`config.mk`:
```
export PLATFORM = sky130hd
export DESIGN_NAME = firmware_upload_receiver
export DESIGN_NICKNAME = d
export VERILOG_FILES = /design/src/design/fur_pkg.sv /design/src/design/fur_crc.sv /design/src/design/firmware_upload_receiver.sv
export SDC_FILE = /design/constraint.sdc
export NUM_CORES = 2
export LEC_CHECK = 0
export BUFFER_PORTS_ARGS = -buffer_cell sky130_fd_sc_hd__buf_2
export CAP_MARGIN = 20
export CORE_MARGIN = 5
export CORE_UTILIZATION = 55
export CTS_BUF_LIST = sky130_fd_sc_hd__clkbuf_16
export CTS_CLUSTER_SIZE = 10
export DETAILED_ROUTE_END_ITERATION = 8
export GPL_TIMING_DRIVEN = 1
export PLACE_DENSITY = 0.71
export SYNTH_ARGS = -nofsm -noshare
export SYNTH_HDL_FRONTEND = slang
export SYNTH_HIERARCHICAL = 1
export SYNTH_SLANG_ARGS = --single-unit
```
`constraint.sdc`:
```
create_clock -name clk -period 11.94 [get_ports clk]
set_input_delay 2.388 -clock clk [delete_from_list [all_inputs] [get_ports clk]]
set_output_delay 2.388 -clock clk [all_outputs]
set_load 0.02 [all_outputs]
```
`src/design/fur_pkg.sv`:
```
package fur_pkg;

  localparam int BufferBytes = 256;

  // request types
  localparam logic [1:0] REQ_BYTE  = 2'd0;
  localparam logic [1:0] REQ_TICK  = 2'd1;
  localparam logic [1:0] REQ_START = 2'd2;

  // response codes
  localparam logic [3:0] RC_OK       = 4'd0;
  localparam logic [3:0] RC_LENFAIL  = 4'd1;
  localparam logic [3:0] RC_LENERR   = 4'd2;
  localparam logic [3:0] RC_DATAFAIL = 4'd3;
  localparam logic [3:0] RC_CRCFAIL  = 4'd4;
  localparam logic [3:0] RC_SIZEFAIL = 4'd5;
  localparam logic [3:0] RC_MISMATCH = 4'd6;
  localparam logic [3:0] RC_DONE     = 4'd7;
  localparam logic [3:0] RC_CRCBAD   = 4'd8;
  localparam logic [3:0] RC_WAITTO   = 4'd9;

  // config register indexes
  localparam logic [2:0] CFG_BASE  = 3'd0;
  localparam logic [2:0] CFG_DATA  = 3'd1;
  localparam logic [2:0] CFG_END   = 3'd2;
  localparam logic [2:0] CFG_ABORT = 3'd3;
  localparam logic [2:0] CFG_WAIT  = 3'd4;
  localparam logic [2:0] CFG_HDR   = 3'd5;
  localparam logic [2:0] CFG_PAY   = 3'd6;

  localparam logic [31:0] CrcInit = 32'hFFFF_FFFF;
  localparam logic [31:0] CrcPoly = 32'hEDB8_8320;

  // one CRC bit step
  function automatic logic [31:0] crc_bit(input logic [31:0] c);
    crc_bit = c[0] ? ((c >> 1) ^ CrcPoly) : (c >> 1);
  endfunction

endpackage

```
`src/design/fur_crc.sv`:
```
// Bit-serial reflected CRC-32 unit: a byte is XORed in on start, then folded in bit by bit while busy.
module fur_crc import fur_pkg::*; (
  input  logic        clk,
  input  logic        rst,
  input  logic        init,
  input  logic        start,
  input  logic [7:0]  data,
  output logic        busy,
  output logic [31:0] crc
);
  logic [2:0] cnt;

  always_ff @(posedge clk) begin
    if (rst || init) begin
      crc  <= CrcInit;
      busy <= 1'b0;
      cnt  <= '0;
    end else if (start) begin
      crc  <= crc ^ {24'd0, data};
      busy <= 1'b1;
      cnt  <= '0;
    end else if (busy) begin
      crc <= crc_bit(crc);
      cnt <= cnt + 3'd1;
      if (cnt == 3'd7) busy <= 1'b0;
    end
  end
endmodule

```
`src/design/firmware_upload_receiver.sv`:
```
// Firmware upload receiver.
// s_axis carries requests: tdata = {rx_byte, req_type} padded to 16 bits
// (req_type 0 byte, 1 millisecond tick, 2 start session). m_axis carries
// results: tdata = out_kind, resp_code, flash_address, flash_word,
// session_over, upgrade_good (lowest bit up, 71 bits padded to 72); tlast
// marks the final result of one request.
// Configuration is a plain write port (cfg_we, cfg_index, cfg_data); the user
// must write it only while the block is idle, the block does not enforce this.
// Each request is decoded as it is accepted; a request yielding a response
// holds ready low until the output register is drained. A completed data
// frame walks its buffer one byte per step through a bit-serial CRC unit,
// one word write issued every four bytes, then the ok response.
// Stalls on m_axis hold the output register and freeze the sequencer.
// Synchronous reset returns to idle with no session; control and config
// registers take reset values, the frame buffer and data-path registers do not.
module firmware_upload_receiver import fur_pkg::*; (
  input  logic        clk,
  input  logic        rst,
  input  logic        s_axis_tvalid,
  output logic        s_axis_tready,
  input  logic [15:0] s_axis_tdata,   // req_type[1:0], rx_byte[9:2]
  output logic        m_axis_tvalid,
  input  logic        m_axis_tready,
  output logic [71:0] m_axis_tdata,   // kind, code, addr, word, over, good
  output logic        m_axis_tlast,
  input  logic        cfg_we,
  input  logic [2:0]  cfg_index,
  input  logic [31:0] cfg_data
);
  localparam logic [2:0] PH_IDLE = 3'd0, PH_WAIT = 3'd1, PH_LEN = 3'd2,
                         PH_PAY = 3'd3, PH_CRC = 3'd4, PH_SIZE = 3'd5;
  localparam logic [1:0] SQ_IN = 2'd0, SQ_RD = 2'd1, SQ_CRC = 2'd2,
                         SQ_FIN = 2'd3;

  logic [31:0] base_addr;
  logic [7:0]  data_cmd, end_cmd, abort_cmd;
  logic [15:0] wait_lim, hdr_lim, pay_lim;

  logic [2:0]  phase;
  logic [1:0]  sq;
  logic [31:0] write_address, total_bytes, host_checksum, host_length;
  logic [7:0]  frame_length, bytes_taken, rd_idx;
  logic [15:0] gap_timer, wait_timer;
  logic        command_seen;
  logic [7:0]  mem [BufferBytes];
  logic [7:0]  rd_data;
  logic [31:0] word_acc;
  logic        crc_go, crc_busy, crc_init;
  logic [31:0] crc;
  logic        load_tog, ack_tog;

  logic [1:0]  req_type;
  logic [7:0]  rx_byte;
  assign req_type = s_axis_tdata[1:0];
  assign rx_byte  = s_axis_tdata[9:2];

  logic out_free;
  assign out_free = !m_axis_tvalid || m_axis_tready;
  assign s_axis_tready = !rst && (sq == SQ_IN) && out_free;
  logic acc;
  assign acc = s_axis_tvalid && s_axis_tready;

  // output valid: a result is pending while load and ack toggles differ
  assign m_axis_tvalid = load_tog ^ ack_tog;

  always_ff @(posedge clk) begin
    if (rst) ack_tog <= 1'b0;
    else if (m_axis_tvalid && m_axis_tready) ack_tog <= ~ack_tog;
  end

  fur_crc u_crc (.clk, .rst, .init(crc_init), .start(crc_go), .data(rd_data),
                 .busy(crc_busy), .crc);

  // configuration registers
  always_ff @(posedge clk) begin
    if (rst) begin
      base_addr <= 32'd134234112; data_cmd <= 8'd1; end_cmd <= 8'd2;
      abort_cmd <= 8'd3; wait_lim <= 16'd10000; hdr_lim <= 16'd100;
      pay_lim <= 16'd500;
    end else if (cfg_we) begin
      case (cfg_index)
        CFG_BASE:  base_addr <= cfg_data;
        CFG_DATA:  data_cmd  <= cfg_data[7:0];
        CFG_END:   end_cmd   <= cfg_data[7:0];
        CFG_ABORT: abort_cmd <= cfg_data[7:0];
        CFG_WAIT:  wait_lim  <= cfg_data[15:0];
        CFG_HDR:   hdr_lim   <= cfg_data[15:0];
        CFG_PAY:   pay_lim   <= cfg_data[15:0];
        default: ;
      endcase
    end
  end

  // frame buffer
  always_ff @(posedge clk) begin
    if (acc && req_type == REQ_BYTE && phase == PH_PAY) mem[bytes_taken] <= rx_byte;
    rd_data <= mem[rd_idx];
  end

  assign crc_init = acc && req_type == REQ_START;
  assign crc_go   = (sq == SQ_RD);

  // timer selection for ticks
  logic [15:0] tsel, lsel;
  always_comb begin
    tsel = gap_timer; lsel = hdr_lim;
    if (phase == PH_WAIT) begin tsel = wait_timer; lsel = wait_lim; end
    else if (phase == PH_PAY) lsel = pay_lim;
  end
  logic expired;
  assign expired = tsel >= lsel;

  task automatic emit(input logic kind, input logic [3:0] code,
                      input logic [31:0] a, input logic [31:0] w,
                      input logic over, input logic good, input logic last);
    load_tog      <= ~load_tog;
    m_axis_tdata  <= {1'b0, good, over, w, a, code, kind};
    m_axis_tlast  <= last;
  endtask

  always_ff @(posedge clk) begin
    if (rst) begin
      phase <= PH_IDLE; sq <= SQ_IN; load_tog <= 1'b0;
      write_address <= 32'd134234112; total_bytes <= '0;
      frame_length <= '0; bytes_taken <= '0; gap_timer <= '0;
      wait_timer <= '0; command_seen <= 1'b0; host_checksum <= '0;
      host_length <= '0; rd_idx <= '0;
    end else begin
      case (sq)
        SQ_IN: if (acc) begin
          if (req_type == REQ_START) begin
            phase <= PH_WAIT; write_address <= base_addr; total_bytes <= '0;
            frame_length <= '0; bytes_taken <= '0; gap_timer <= '0;
            wait_timer <= '0; command_seen <= 1'b0;
          end else if (req_type == REQ_TICK && phase != PH_IDLE) begin
            if (phase == PH_WAIT) begin
              if (!command_seen) begin
                if (expired) begin
                  emit(1'b0, RC_WAITTO, '0, '0, 1'b1, 1'b0, 1'b1);
                  phase <= PH_IDLE;
                end else wait_timer <= wait_timer + 16'd1;
              end
            end else if (expired) begin
              case (phase)
                PH_LEN: begin
                  phase <= PH_WAIT; emit(1'b0, RC_LENFAIL, '0, '0, 1'b0, 1'b0, 1'b1);
                end
                PH_PAY: begin
                  phase <= PH_WAIT; emit(1'b0, RC_DATAFAIL, '0, '0, 1'b0, 1'b0, 1'b1);
                end
                PH_CRC: begin
                  phase <= PH_IDLE; emit(1'b0, RC_CRCFAIL, '0, '0, 1'b1, 1'b0, 1'b1);
                end
                default: begin
                  phase <= PH_IDLE; emit(1'b0, RC_SIZEFAIL, '0, '0, 1'b1, 1'b0, 1'b1);
                end
              endcase
            end else gap_timer <= gap_timer + 16'd1;
          end else if (req_type == REQ_BYTE && phase != PH_IDLE) begin
            gap_timer <= '0;
            case (phase)
              PH_WAIT: begin
                command_seen <= 1'b1; bytes_taken <= '0;
                if (rx_byte == data_cmd) phase <= PH_LEN;
                else if (rx_byte == end_cmd) phase <= PH_CRC;
                else if (rx_byte == abort_cmd) begin
                  phase <= PH_IDLE; emit(1'b0, RC_OK, '0, '0, 1'b1, 1'b0, 1'b1);
                end
              end
              PH_LEN: begin
                frame_length <= rx_byte; bytes_taken <= '0;
                if (rx_byte == 8'd0 || rx_byte[1:0] != 2'd0) begin
                  phase <= PH_WAIT; emit(1'b0, RC_LENERR, '0, '0, 1'b0, 1'b0, 1'b1);
                end else phase <= PH_PAY;
              end
              PH_PAY: begin
                bytes_taken <= bytes_taken + 8'd1;
                if (bytes_taken + 8'd1 == frame_length) begin
                  rd_idx <= '0; sq <= SQ_RD; bytes_taken <= '0;
                end
              end
              PH_CRC: begin
                host_checksum <= {rx_byte, host_checksum[31:8]};
                bytes_taken <= bytes_taken + 8'd1;
                if (bytes_taken + 8'd1 >= 8'd4) begin
                  bytes_taken <= '0; phase <= PH_SIZE;
                end
              end
              default: begin
                host_length <= {rx_byte, host_length[31:8]};
                bytes_taken <= bytes_taken + 8'd1;
                if (bytes_taken + 8'd1 >= 8'd4) begin
                  bytes_taken <= '0; phase <= PH_IDLE;
                  if (total_bytes != {rx_byte, host_length[31:8]})
                    emit(1'b0, RC_MISMATCH, '0, '0, 1'b1, 1'b0, 1'b1);
                  else if ((crc ^ CrcInit) == host_checksum)
                    emit(1'b0, RC_DONE, '0, '0, 1'b1, 1'b1, 1'b1);
                  else
                    emit(1'b0, RC_CRCBAD, '0, '0, 1'b1, 1'b0, 1'b1);
                end
              end
            endcase
          end
        end
        // rd_data holds the byte at rd_idx; step the index so the next
        // byte is read while the CRC unit works
        SQ_RD: begin
          word_acc <= {rd_data, word_acc[31:8]};
          rd_idx <= rd_idx + 8'd1;
          sq <= SQ_CRC;
        end
        // rd_idx already points past the byte just folded
        SQ_CRC: if (!crc_busy && out_free) begin
          if (rd_idx[1:0] == 2'd0)
            emit(1'b1, RC_OK, write_address + {24'd0, rd_idx - 8'd4},
                 word_acc, 1'b0, 1'b0, 1'b0);
          if (rd_idx == frame_length) sq <= SQ_FIN;
          else sq <= SQ_RD;
        end
        default: if (out_free) begin
          emit(1'b0, RC_OK, '0, '0, 1'b0, 1'b0, 1'b1);
          write_address <= write_address + {24'd0, frame_length};
          total_bytes <= total_bytes + {24'd0, frame_length};
          rd_idx <= '0;
          phase <= PH_WAIT; sq <= SQ_IN;
        end
      endcase
    end
  end

  // assertions
  a_no_accept_busy: assert property (@(posedge clk) disable iff (rst)
    (sq != SQ_IN) |-> !s_axis_tready) else $error("ready while sequencing");
  a_word_not_last: assert property (@(posedge clk) disable iff (rst)
    (m_axis_tvalid && m_axis_tdata[0]) |-> !m_axis_tlast) else $error("word marked last");
  a_good_done: assert property (@(posedge clk) disable iff (rst)
    (m_axis_tvalid && m_axis_tdata[70]) |-> (m_axis_tdata[4:1] == RC_DONE))
    else $error("good without done");
endmodule
```
==> results.ini <==
[synth]
avgSynthCellArea_sq_um = 16.2
synth.top_cells.by_count = edfxtp_1 (2152), nand2_1 (600), mux4_2 (465), nor2_1 (455), dfxtp_1 (332)
yosysMostFrequentCell = edfxtp_1
synth_xor_area_share_pct = 1.74
muxShareOfSynthArea_pct = 13.1
synth_edf_count = 2152
yosys_warnings = 6
synth-seq-cells = 2484
synth.distinct_cells = 88
async_flop_share_pct = 0
synth_top_cell_area_share_pct = 64.1
synthFlopType = edfxtp_1
synthAdderAreaFrac_pct = 0.742
synthSimpleGateAreaFrac_pct = 6.95
synth_compound_area_share_pct = 4.85
yosys-top-cells-area = edfxtp_1 (64%), mux4_2 (10%), dfxtp_1 (6.6%)
synth_area_sq_um = 101000
synth.net_count = 6345
syn_inst = 6231
synth_top_family_by_area = multiplexers
ys_seq_area_share_pct = 70.7
yosysTopAreaCell = edfxtp_1

[worst_setup_path]
r2r_slack_ns = 6.63
path_delay_family = simple AND/OR/NAND/NOR gates
crit_path_end_kind = primary output
slowest_delay_ns = 0.41
slowest_stage = nor2_1
cp.required_ns = 9.55
reg2reg_to = rd_data[1]$_DFF_P_
worstPathArrival_ns = 3.25
r2r-start = rd_idx[0]$_SDFFE_PP0P_
ff2ff_path_depth = 8
path_cells = buf_2, nor2_1, nor3_1, buf_2
critical_path_class = primary input to primary output
crit_path_frequent_cell = buf_2
critPathMaxFanout = 7
critPathLaunchType = primary input
crit_buf_inv = 2

[cells_and_area]
area.growth.synth_to_final_pct = 11.1
fin_nets = 6513
n_fill_cell = 13000
fin_util_pct = 61.3
drive_gt1_share_pct = 17.1

[timing]
slew_violations = 0
min_period_ns = 5.64
final-setup-viol-count = 0
finalCritPeriodShare_pct = 47.2
slew_headroom_pct = 19.7
tightest_slew_ns = 1.20
fmax_mhz = 177
finalSetupTns_ns = 0
hold_violations = 0
fin_skew_ns = 0.0530
rsz0062_at_grt = no

[placement]
hpwl_um = 157000
io_buffers = 123
gp_congestion = 0.898

[min_path]
hold_path_startpoint = word_acc[26]$_DFFE_PP_
min_to = word_acc[18]$_DFFE_PP_
hold_class = flip-flop to flip-flop
holdPathStages = 0

[grt]
grt_pass1_vias = 56400
grt_pass1_wl_um = 384000
antenna_found_initial = 13
overflow = 0
grt.total_usage_pct = 27.2
grt_max_degree = 157

[power]
p_comb_share_pct = 1.5
clkPwrFrac_pct = 44.5
power.share.switching_pct = 19.7
p_sw_mw = 3.45
seqPwrFrac_pct = 54.0
powerDensity_nw_per_um2 = 156
leakage_nw = 35.7
intPower_mw = 14.0
ir_drop_mv = 0.146

[clock_network]
max-clock-path-buffers = 4
htree_levels = 5
cts_tree = yes
cts_buffers = 301
cts.sinks = 2484
path_clk_slew_ns = 0.05
hold_buffers = 0
clk_latency_ns = 0.92
cts_root_buf = clkbuf_16
postCtsSetupBuffers = 0
cts_resized = 0

[die]
start_util_pct = 55.2
io_pins = 131
die_x_um = 438
dieArea_sq_um = 192000
die_y_um = 438
core_sq_um = 183000
rows = 157

[detailed_routing]
drt_pass1_iterations = 6
drc_errors = 0
ant_nets = 0
via_per_inst = 6.54
route.vias.total = 58000
routedWlPerCell_um = 29.7
drt-total-wl_um = 263000
drtIter0Drc = 7236

[job]
maxCapViolCount = 0

[status]
run_status = finished clean

==> logic make-up (layout without fill, tap and decap cells) <==
family	Yosys count	after routing
compound gates	764	764
xor+xnor	199	199
fa+ha+maj	58	58
buf+inv	422	666
flops	2484	2484
mux	737	737
other cells	1	10
simple gates	1566	1566
==> stage by stage <==
step           cell area (sq um)  hold WS, ns  cells  power [mW]  worst slack [ns]
3_5_place_dp              104000        0.425   8473        9.88              5.63
5_1_grt                   112000        0.446   8861        18.0              6.27
3_3_place_gp              104000        0.422   8472        9.86              5.76
4_1_cts                   112000        0.433   8852        17.6              6.35
6_report                  112000        0.437   8869        17.5              6.30
2_1_floorplan             101000        0.418   6231        9.69              2.40
==> per-layer routing <==
layer  track usage (%)  wire, um
met5             0.252         0
met4              11.2     11700
met3              6.68     29500
met2              42.3    123000
met1              37.3     98900
==> cell usage in the layout, fill, tap and decap left out, types with 29 or more instances in the layout <==
master,netlist,routed
xor2_1,84,84
inv_1,40,96
nor4_1,58,58
nand3_1,128,112
xnor2_1,114,114
a211oi_1,34,33
mux2i_1,250,250
clkbuf_16,0,308
mux4_2,465,465
nor2_1,455,450
o21ai_0,109,109
and2_1,68,68
a221oi_1,35,35
and3_1,35,35
buf_2,55,114
buf_4,47,108
nand4_1,33,33
edfxtp_1,2152,2152
a22oi_1,29,29
nor3_1,59,57
a21oi_1,307,306
ha_1,55,53
or3_1,29,29
nand2_1,600,600
dfxtp_1,332,328
==> final cells by class <==
type                            instances  area [sq um]  share of cell area (%)
Sequential cell                      2484         71300                    63.6
Multi-Input combinational cell       3325         27800                    24.8
Clock buffer                          308          7710                    6.88
Tap cell                             2385          2980                    2.66
Timing Repair Buffer                  241          1720                    1.53
Clock inverter                         71           333                   0.297
Inverter                               46           180                   0.161
Antenna cell                            9          22.5                  0.0201
==> worst max path at each step <==
stage,startpoint,depth (start not counted),to,slack [ns]
after floorplan,s_axis_tdata[9],8,m_axis_tdata[0]$_DFFE_PP_,2.40
after global placement,rst,7,mem[253][0]$_DFFE_PP_,5.76
after detailed placement,rst,7,mem[253][6]$_DFFE_PP_,5.63
after CTS,m_axis_tready,4,s_axis_tready,6.35
after global routing,m_axis_tready,4,s_axis_tready,6.27
final,m_axis_tready,4,s_axis_tready,6.30
==> registers in the layout, indices dropped and copies added, names as in the netlist, 24 cells and up <==
name,count
mem,2048
m_axis_tdata,71
base_addr,32
host_checksum,32
total_bytes,32
u_crc/crc,32
word_acc,32
write_address,32
host_length,24
==> power by group through the flow <==
| stage | combinational, mW | sequential, mW | clock, mW |
|---|---|---|---|
| floorplan | 0.0797 | 9.61 | 0 |
| global placement | 0.247 | 9.62 | 0 |
| detailed placement | 0.259 | 9.62 | 0 |
| CTS | 0.259 | 9.44 | 7.86 |
| global route | 0.280 | 9.43 | 8.25 |
| finish | 0.264 | 9.44 | 7.79 |
Power figures use the tool's default switching activity.
